--- src/rtl/salc_pkg.sv ---
// Package for the set-associative LRU cache lookup block.
// Sizes, register codes, state machine encoding and control structs.
// No dependencies; imported by every module of the block except salc_ram.
`default_nettype none

package salc_pkg;

   localparam int ADDR_BITS = 32;
   localparam int SET_BITS  = 6;
   localparam int MAX_WAYS  = 8;

   localparam int NUM_SETS  = 1 << SET_BITS;
   localparam int WAY_BITS  = (MAX_WAYS > 1) ? $clog2(MAX_WAYS) : 1;
   localparam int RANK_BITS = WAY_BITS;
   localparam int MISS_BITS = 32;
   localparam int WAYS_CFG_BITS = 4;

   // index map scanner
   localparam int POS_BITS  = $clog2(ADDR_BITS);
   localparam int KCNT_BITS = $clog2(SET_BITS + 1);
   localparam int KIDX_BITS = (SET_BITS > 1) ? $clog2(SET_BITS) : 1;

   // memory rows, one per set
   localparam int TAG_ROW_BITS = MAX_WAYS * ADDR_BITS;
   localparam int META_BITS    = MAX_WAYS * (RANK_BITS + 1);

   // result word: hit, set_index, way_used, miss_total
   localparam int RSP_BITS       = 1 + SET_BITS + WAY_BITS + MISS_BITS;
   localparam int RSP_TDATA_BITS = ((RSP_BITS + 7) / 8) * 8;

   // configuration port
   localparam int CSR_ADDR_BITS = 3;
   localparam int CSR_DATA_BITS = 32;
   localparam logic [ADDR_BITS-1:0]     INDEX_MASK_RESET = ADDR_BITS'(63);
   localparam logic [WAYS_CFG_BITS-1:0] WAYS_RESET       = WAYS_CFG_BITS'(MAX_WAYS);

   typedef enum logic {
      REG_INDEX_MASK,
      REG_WAYS_IN_USE
   } csr_reg_type;

   typedef enum logic [1:0] {
      ST_MAP,
      ST_IDLE,
      ST_LOOK
   } state_type;

   typedef struct packed {
      logic [MAX_WAYS-1:0][RANK_BITS-1:0] rank;
      logic [MAX_WAYS-1:0]                vld;
   } meta_type;

   typedef struct packed {
      logic accept;   // latch address and set, read the set row
      logic update;   // resolve lookup, write back row, load result
   } ctrl_cmd_type;

   typedef struct packed {
      logic map_busy;
      logic slot_free;
   } ctrl_sts_type;

endpackage

`default_nettype wire

--- src/rtl/salc_ctrl.sv ---
// Controller state machine: index map wait, idle/accept, lookup/write-back.
// Depends on salc_pkg.
`default_nettype none

module salc_ctrl import salc_pkg::*; (
   input  wire logic         clock,
   input  wire logic         reset,
   input  wire logic         req_tvalid,
   output      logic         req_tready,
   input  wire ctrl_sts_type sts,
   output      ctrl_cmd_type cmd
);

   state_type state_ff, state_in;

   always_comb begin
      state_in = state_ff;
      case (state_ff)
         ST_MAP: begin
            if (!sts.map_busy) begin
               state_in = ST_IDLE;
            end
         end
         ST_IDLE: begin
            if (sts.map_busy) begin
               state_in = ST_MAP;
            end else if (req_tvalid) begin
               state_in = ST_LOOK;
            end
         end
         ST_LOOK: begin
            if (sts.slot_free) begin
               state_in = ST_IDLE;
            end
         end
         default: begin
            state_in = ST_MAP;
         end
      endcase
   end

   always_comb begin
      req_tready = 1'b0;
      cmd        = '0;
      case (state_ff)
         ST_IDLE: begin
            req_tready = !sts.map_busy;
            cmd.accept = !sts.map_busy && req_tvalid;
         end
         ST_LOOK: begin
            cmd.update = sts.slot_free;
         end
         default: begin
            req_tready = 1'b0;
         end
      endcase
   end

   always_ff @(posedge clock) begin
      if (reset) begin
         state_ff <= ST_MAP;
      end else begin
         state_ff <= state_in;
      end
   end

`ifndef ASSERT_OFF
   a_accept_to_look: assert property (@(posedge clock) disable iff (reset)
      cmd.accept |=> state_ff == ST_LOOK)
      else $error("accepted word did not enter lookup");

   a_hold_while_full: assert property (@(posedge clock) disable iff (reset)
      (state_ff == ST_LOOK && !sts.slot_free) |=> (state_ff == ST_LOOK && !req_tready))
      else $error("lookup left while result slot full");

   a_ready_only_idle: assert property (@(posedge clock) disable iff (reset)
      req_tready |-> state_ff == ST_IDLE)
      else $error("input ready outside idle");
`endif

endmodule

`default_nettype wire

--- config.mk ---
export PLATFORM = sky130hd
export DESIGN_NAME = salc_ctrl
export DESIGN_NICKNAME = d
export VERILOG_FILES = /design/src/rtl/salc_pkg.sv /design/src/rtl/salc_ctrl.sv
export SDC_FILE = /design/constraint.sdc
export NUM_CORES = 1
export LEC_CHECK = 0
export BUFFER_PORTS_ARGS = -buffer_cell sky130_fd_sc_hd__buf_2
export CAP_MARGIN = 10
export CELL_PAD_IN_SITES_DETAIL_PLACEMENT = 1
export CELL_PAD_IN_SITES_GLOBAL_PLACEMENT = 2
export CORE_AREA = 8 8 45 47
export CTS_CLUSTER_DIAMETER = 50
export DETAILED_ROUTE_END_ITERATION = 16
export DIE_AREA = 0 0 53 55
export GPL_TIMING_DRIVEN = 0
export HOLD_SLACK_MARGIN = 0.06
export PLACE_DENSITY = 0.46
export REMOVE_ABC_BUFFERS = 1
export SLEW_MARGIN = 20
export SYNTH_ARGS = -nofsm -noshare
export SYNTH_HDL_FRONTEND = slang
export SYNTH_SLANG_ARGS = --single-unit
export TNS_END_PERCENT = 100
--- constraint.sdc ---
create_clock -name clock -period 1 [get_ports clock]
set_input_delay 0.05 -clock clock [delete_from_list [all_inputs] [get_ports clock]]
set_output_delay 0.05 -clock clock [all_outputs]
set_load 0.005 [all_outputs]
==> results of run 1 <==
[area by class of cell]
class	count	area, sq um	area share (%)
Sequential cell	2	42.5	19.9
Tap cell	16	20.0	9.36
Clock buffer	3	22.5	10.5
Timing Repair Buffer	9	52.6	24.6
Multi-Input combinational cell	12	76.3	35.7
[kinds of logic (layout without fill, tap and decap cells)]
group           Yosys count  after routing
simple gates              9              9
buf+inv                   0             12
flops                     2              2
compound gates            3              3
[Yosys cell counts, drive strengths merged]
cell type / count
a21oi: 1
a31oi: 1
and2: 1
and3: 1
dfxtp: 2
nand2: 2
nor2: 4
nor3b: 1
o31ai: 1
[worst min path at each step]
| stage | slack, ns | start | cells past startpoint | end |
|---|---|---|---|---|
| 2_1_floorplan | 0.12 | reset | 1 | state_ff[1]$_SDFFE_PP0P_ |
| 3_3_place_gp | 0.26 | reset | 2 | state_ff[1]$_SDFFE_PP0P_ |
| 3_5_place_dp | 0.26 | reset | 2 | state_ff[1]$_SDFFE_PP0P_ |
| 4_1_cts | 0.13 | req_tvalid | 3 | state_ff[1]$_SDFFE_PP0P_ |
| 5_1_grt | 0.15 | req_tvalid | 3 | state_ff[1]$_SDFFE_PP0P_ |
| 6_report | 0.12 | req_tvalid | 3 | state_ff[1]$_SDFFE_PP0P_ |
[power breakdown]
| group | total (mW) | switching (mW) | internal [mW] |
|---|---|---|---|
| Clock | 0.179 | 0.0462 | 0.132 |
| Sequential | 0.0942 | 0.00749 | 0.0867 |
| Combinational | 0.0433 | 0.0183 | 0.0250 |
[critical path, delay by kind of cell, from the launching register on]
kind,cells,cell delay (ns)
buffers and inverters,1,0.12
flip-flops,1,0.36
AND/OR/NAND/NOR,2,0.23
[per-layer routing]
metal	vias to the layer above	wire [um]	track usage (%)
li1	73	-	-
met1	59	164	3.33
met2	8	159	3.13
met3	0	86	2.94
met4	0	0	5.17
met5	-	0	0
[stage by stage]
| step | cell area [sq um] | worst slack [ns] | instances | util [%] |
|---|---|---|---|---|
| 4_1_cts | 208 | 0.00462 | 42 | 15.0 |
| 3_3_place_gp | 166 | 0.165 | 37 | 12.0 |
| 3_5_place_dp | 166 | 0.151 | 37 | 12.0 |
| 6_report | 214 | 0.0104 | 42 | 15.5 |
| 5_1_grt | 214 | -0.0544 | 42 | 15.5 |
| 2_1_floorplan | 111 | 0.241 | 14 | - |
[timing repair]
item,CTS,global route
endpoints found under the hold margin,2,0
pin swaps,1,0
hold buffers,1,0
gates resized for setup,1,2
setup endpoints to repair,2,2
buffers inserted,1,0
==> reports/results.ini, run 1 <==
[sta]
rsz0062_at_grt = true
maxSlewHeadroom_pct = 88.4
fmax_mhz = 1010
worst_pin_slew_ns = 0.173
final_hold_viol_count = 0
fin_setup_tns_ns = 0
slew_viol_final = 0
clock_skew_ns = 0.00103
post-route-period-util_pct = 99.0
setup_viol = 0
timing.final.crit_period_ns = 0.990
holdWs_ns = 0.122

[die]
die-width_um = 53
rows = 14
top_level_ports = 8
initial_core_util_pct = 8.05
die_y_um = 55
coreArea_sq_um = 1380
dieArea_sq_um = 2920

[cells_and_area]
fin_nets = 33
mostFrequentLayoutCell = buf_2
syn_to_final_growth_pct = 92.1
largest_register_ff_count = 2
mostFrequentLayoutCells = buf_2 (7), nor2_1 (3), clkbuf_4 (3), nand2_1 (2), dfxtp_2 (2)
reg_top3 = state_ff x2
fillers = 173
drive_gt1_share_pct = 65.4
top_register = state_ff
diodes = 0

[critical_path]
cp_data_arrival_time_ns = 0.94
critPathMaxStageDelay_ns = 0.36
required_ns = 0.95
r2r_slack_ns = 0.13
slowest_stage = dfxtp_2
criticalPathCategory = register to primary output
setup.worst_path.end = cmd[1]
reg2reg_to = state_ff[1]$_SDFFE_PP0P_
r2r-start = state_ff[1]$_SDFFE_PP0P_
startpoint = state_ff[1]$_SDFFE_PP0P_
critPathMaxFanout = 4
ff2ff_path_depth = 4
crit_chain = nor2_4 > and3_2 > buf_2
cp-start-kind = register
cp-end-kind = primary output

[synthesis]
syn_avg_cell_area_sq_um = 7.95
yosysUniqueCellTypes = 10
synth-simple-area-share_pct = 42.7
synth_top_area_share_pct = 36.0
synth_mux_area_share_pct = 0
synth.largest_area_cell = dfxtp_1
yosys_warnings = 0
synth_area_leaders = dfxtp_1 (36%), o31ai_2 (11%), nor2_1 (10%)
ys_ff_latch = 2
syn_inst = 14
synth_xor_area_share_pct = 0
yosysSeqAreaShare_pct = 36.0
synth_top_family_by_area = simple AND/OR/NAND/NOR gates
synth_compound_area_share_pct = 21.3
synth_area_sq_um = 111
synthAdderAreaFrac_pct = 0

[global_route]
grt_first_pass_wirelength_um = 634
grt_max_degree = 7
antenna_found_initial = 0
grtUsageTotal_pct = 3.33
grt_pass1_vias = 154
grt-ovfl-total = 0

[clock_network]
path_clk_slew_ns = 0.03
root_buffer = clkbuf_4
cts.sinks = 2
clock_latency_ns = 0.22
htree_levels = 1
numCtsBuffers = 3
cts_tree = yes
clockBufferDepth = 2

[drt]
drc = 0
wirelength_um = 410
postRouteAntennaNets = 0
wl_per_cell_um = 9.76
num_vias = 140
vias_per_cell = 3.33
first_pass_iters = 1
drt_iter0_drc = 0

[power]
ir_drop_mv = 0.492
power.total_mw = 0.316
powerDensity_nw_per_um2 = 1480
p_leak_nw = 0.100

[min_path]
hold_class = input port to register

[placement]
routabilityCongestion = 0.621
portBuffers = 7

[outcome]
outcome = completed

[job]
drv_cap = 0

(Power assumes the default switching activity.)
==> run 2, diff against run 1 <==
--- a/config.mk
+++ b/config.mk
@@ -15,7 +15,7 @@
 export DIE_AREA = 0 0 53 55
 export GPL_TIMING_DRIVEN = 0
 export HOLD_SLACK_MARGIN = 0.06
-export PLACE_DENSITY = 0.46
+export PLACE_DENSITY = 0.39
 export REMOVE_ABC_BUFFERS = 1
 export SLEW_MARGIN = 20
 export SYNTH_ARGS = -nofsm -noshare
==> run 2 against run 1 <==
Against the previous run: first-iteration DRC count is 2 higher; clock skew is 0.0024 ns higher; wire length stayed put; non-clock buffer count stayed put; flip-flop and latch count stayed put; largest cell class unchanged.
==> reports/results.ini, run 2 (synthesis gave the netlist of run 1 again) <==
[outcome]
outcome = completed

[global_route]
grt-ovfl-total = 0
grtUsageTotal_pct = 3.33
grt_first_pass_wirelength_um = 579
grt_max_degree = 7
grt_pass1_vias = 136
antenna_found_initial = 0

[critical_path]
criticalPathCategory = register to primary output
cp-end-kind = primary output
required_ns = 0.95
cp_num_buf_inv = 1
crit_chain = nor2_4 > and2_2 > buf_2
critPathTopFamily = flip-flops
cp_data_arrival_time_ns = 0.93
cp-start-kind = register
slowest_stage = dfxtp_2
critPathMaxStageDelay_ns = 0.36
critPathMaxFanout = 4

[power]
p_leak_nw = 0.0997
pwr-share-seq_pct = 29.5
switchingPower_mw = 0.0750
clkPwrFrac_pct = 55.8
ir_drop_mv = 0.409
power.total_mw = 0.322
powerDensity_nw_per_um2 = 1440
combPwrFrac_pct = 14.7
internal_power_mw = 0.247
swShare_pct = 23.3

[drt]
wl_per_cell_um = 9.76
first_pass_iters = 2
num_vias = 142
postRouteAntennaNets = 0
drc = 0
vias_per_cell = 3.38
wirelength_um = 410
drt_iter0_drc = 2

[clock_network]
clockBufferDepth = 2
root_buffer = clkbuf_4
clock_latency_ns = 0.22
path_clk_slew_ns = 0.03
cts.sinks = 2
htree_levels = 1
cts_tree = yes
numCtsBuffers = 3

[sta]
clock_skew_ns = 0.00348
fmax_mhz = 1020
worst_pin_slew_ns = 0.168
slew_viol_final = 0
rsz0062_at_grt = true
post-route-period-util_pct = 98.0
timing.final.crit_period_ns = 0.980
fin_setup_tns_ns = 0
setup_viol = 0
maxSlewHeadroom_pct = 88.7
final_hold_viol_count = 0

[cells_and_area]
fin_nets = 33
fillers = 166
top_register = state_ff
drive_gt1_share_pct = 65.4
regArea_sq_um = 42.5
utilization_pct = 16.2
mostFrequentLayoutCells = buf_2 (6), nor2_1 (3), clkbuf_4 (3), nand2_1 (2), dfxtp_2 (2)
multiInputGateArea_sq_um = 80.1
largest_register_ff_count = 2
mostFrequentLayoutCell = buf_2
syn_to_final_growth_pct = 101
diodes = 0
reg_top3 = state_ff x2

[die]
die-width_um = 53
initial_core_util_pct = 8.05
die_y_um = 55
dieArea_sq_um = 2920
rows = 14
coreArea_sq_um = 1380
top_level_ports = 8

[placement]
dpl.hpwl_um = 299
portBuffers = 7
routabilityCongestion = 0.579

[job]
drv_cap = 0

[min_path]
hold_class = input port to register

## run 2: cell counts in the layout (fill, tap and decap cells not counted)
No cell type changed its count.
## run 2: worst register-to-register path, delay by kind of cell, from the launching register on
kind | cells | cell delay (ns)
compound gates | 2 | 0.23
simple gates | 1 | 0.04
buf+inv | 1 | 0.13
flops | 1 | 0.36
## run 2: final cells by class
class | count | area share [%]
Timing Repair Buffer | 9 | 26.3
Tap cell | 16 | 8.94
Sequential cell | 2 | 19.0
Clock buffer | 3 | 10.1
Multi-Input combinational cell | 12 | 35.8
## run 2: through the flow
stage          std cells  cell area (sq um)  hold slack, ns  setup slack, ns
4_1_cts               42                219           0.119         -0.00316
6_report              42                224           0.139           0.0201
5_1_grt               42                224           0.142          -0.0321
2_1_floorplan         14                111           0.122            0.241
3_3_place_gp          37                166           0.254            0.146
3_5_place_dp          37                166           0.262            0.143
## run 2: power groups by stage
stage	sequential, mW	clock [mW]	combinational [mW]
3_5_place_dp	0.0940	0	0.0354
6_report	0.0951	0.180	0.0473
4_1_cts	0.0945	0.196	0.0456
3_3_place_gp	0.0939	0	0.0347
2_1_floorplan	0.0919	0	0.0169
5_1_grt	0.0961	0.203	0.0515
## run 2: worst paths after layout
kind	end	slack, ns	cells after the start	from
max	req_tready	0.02	3	state_ff[1]$_SDFFE_PP0P_
max reg2reg	state_ff[0]$_SDFFE_PP0P_	0.11	4	state_ff[1]$_SDFFE_PP0P_
min reg2reg	state_ff[0]$_SDFFE_PP0P_	0.50	1	state_ff[0]$_SDFFE_PP0P_
min	state_ff[1]$_SDFFE_PP0P_	0.14	3	req_tvalid
## run 2: repair_timing
item                                   CTS  global route
pin swaps                                2             0
endpoints found under the hold margin    2             0
hold buffers                             1             0
buffers inserted                         1             0
setup endpoints to repair                2             2
resized for setup                        4             1
## run 2: metal layers
layer	vias up	track usage, %	share of wire, %
li1	73	-	-
met1	61	3.48	54
met2	8	2.34	30
met3	0	3.74	15
met4	0	5.17	0
met5	-	0	0
==> run 3, diff against run 2 <==
--- a/config.mk
+++ b/config.mk
@@ -17,6 +17,7 @@
 export HOLD_SLACK_MARGIN = 0.06
 export PLACE_DENSITY = 0.39
 export REMOVE_ABC_BUFFERS = 1
+export SETUP_SLACK_MARGIN = 0.4
 export SLEW_MARGIN = 20
 export SYNTH_ARGS = -nofsm -noshare
 export SYNTH_HDL_FRONTEND = slang
==> run 3 against run 2 <==
Against the previous run: worst setup slack got worse by 0.0046 ns; critical endpoint is now cmd[1]; critical path type unchanged; fmax decreased by 0.47%; count of clock-buffer cells in the layout unchanged.
==> reports/results.ini, run 3 (synthesis gave the netlist of run 1 again) <==
[global_route]
grt-ovfl-total = 0
grt_first_pass_wirelength_um = 621
grtUsageTotal_pct = 3.55
grt_max_degree = 7
antenna_found_initial = 0
grt_pass1_vias = 141

[placement]
portBuffers = 7
dp_slack_ns = 0.143
dpl.hpwl_um = 299
routabilityCongestion = 0.579

[clock_network]
cts.sinks = 2
clock_latency_ns = 0.22
cts_tree = yes
path_clk_slew_ns = 0.03
clockBufferDepth = 2
numCtsBuffers = 3
htree_levels = 1
root_buffer = clkbuf_4

[critical_path]
cp-start-kind = register
r2r_slack_ns = 0.11
critPathTopFamily = flip-flops
critPathMaxFanout = 4
criticalPathCategory = register to primary output
slowest_stage = dfxtp_2
crit_chain = nor2_4 > and3_4 > buf_6
critPathMaxStageDelay_ns = 0.33
cp_num_buf_inv = 1
cp-end-kind = primary output
cp_data_arrival_time_ns = 0.93
required_ns = 0.95

[drt]
first_pass_iters = 2
drc = 0
vias_per_cell = 3.44
num_vias = 141
wl_per_cell_um = 10.4
postRouteAntennaNets = 0
drt_iter0_drc = 2
wirelength_um = 425

[min_path]
hold_class = input port to register

[power]
ir_drop_mv = 0.383
p_leak_nw = 0.0965
powerDensity_nw_per_um2 = 1490

[sta]
maxSlewHeadroom_pct = 88.7
fmax_mhz = 1020
setup_ws_ns = 0.0155
setup_viol = 0
worst_pin_slew_ns = 0.168
slew_viol_final = 0
clock_skew_ns = 0.00314
timing.final.crit_period_ns = 0.984
fin_setup_tns_ns = 0
rsz0062_at_grt = true
final_hold_viol_count = 0
post-route-period-util_pct = 98.4

[die]
die-width_um = 53
coreArea_sq_um = 1380
top_level_ports = 8
die_y_um = 55
rows = 14
initial_core_util_pct = 8.05
dieArea_sq_um = 2920

[cells_and_area]
reg_top3 = state_ff x2
syn_to_final_growth_pct = 93.3
top_register = state_ff
mostFrequentLayoutCell = buf_2
drive_gt1_share_pct = 68.0
fillers = 169
largest_register_ff_count = 2
fin_nets = 32
diodes = 0
mostFrequentLayoutCells = buf_2 (6), nor2_1 (3), clkbuf_4 (3), nand2_1 (2), dfxtp_2 (2)

[outcome]
outcome = completed

[job]
drv_cap = 0

run 3: final cells by class:
class / instances / area (sq um) / area share [%]
flip-flops and latches: 2 / 42.5 / 19.8
repair buffers: 8 / 48.8 / 22.7
clock buffers: 3 / 22.5 / 10.5
multi-input cells: 12 / 81.3 / 37.8
well taps: 16 / 20.0 / 9.30
run 3: layer usage:
metal / global-route usage, % / share of wire, % / vias up
met5: 0 / 0 / -
met4: 5.17 / 0 / 0
met3: 3.74 / 20 / 0
met2: 3.13 / 32 / 8
met1: 3.48 / 47 / 62
li1: - / - / 71
run 3: repair_timing:
| item | CTS | global route |
|---|---|---|
| endpoints found under the hold margin | 2 | 2 |
| endpoints found under the setup margin | 5 | 5 |
| buffers inserted | 1 | 0 |
| resized for setup | 6 | 0 |
| pin swaps | 2 | 0 |
run 3: metrics by stage:
step | total power [mW] | utilization [%] | std cells | instance area, sq um | hold WS [ns]
after CTS | 0.337 | 15.6 | 41 | 215 | 0.00787
after floorplan | 0.109 | - | 14 | 111 | 0.122
after global routing | 0.350 | 15.6 | 41 | 215 | 0.0121
final | 0.320 | 15.6 | 41 | 215 | 0.0251
after detailed placement | 0.129 | 12.0 | 37 | 166 | 0.262
after global placement | 0.129 | 12.0 | 37 | 166 | 0.254
run 3: worst paths after layout:
kind | cells after the start | end | start
min reg2reg | 1 | state_ff[0]$_SDFFE_PP0P_ | state_ff[0]$_SDFFE_PP0P_
min | 2 | state_ff[1]$_SDFFE_PP0P_ | reset
max | 3 | cmd[1] | state_ff[1]$_SDFFE_PP0P_
max reg2reg | 4 | state_ff[0]$_SDFFE_PP0P_ | state_ff[1]$_SDFFE_PP0P_
run 3: where the power goes:
part / switching, mW / internal, mW / total (mW)
sequential: 0.00844 / 0.0867 / 0.0951
combinational: 0.0196 / 0.0265 / 0.0461
clock: 0.0467 / 0.132 / 0.179
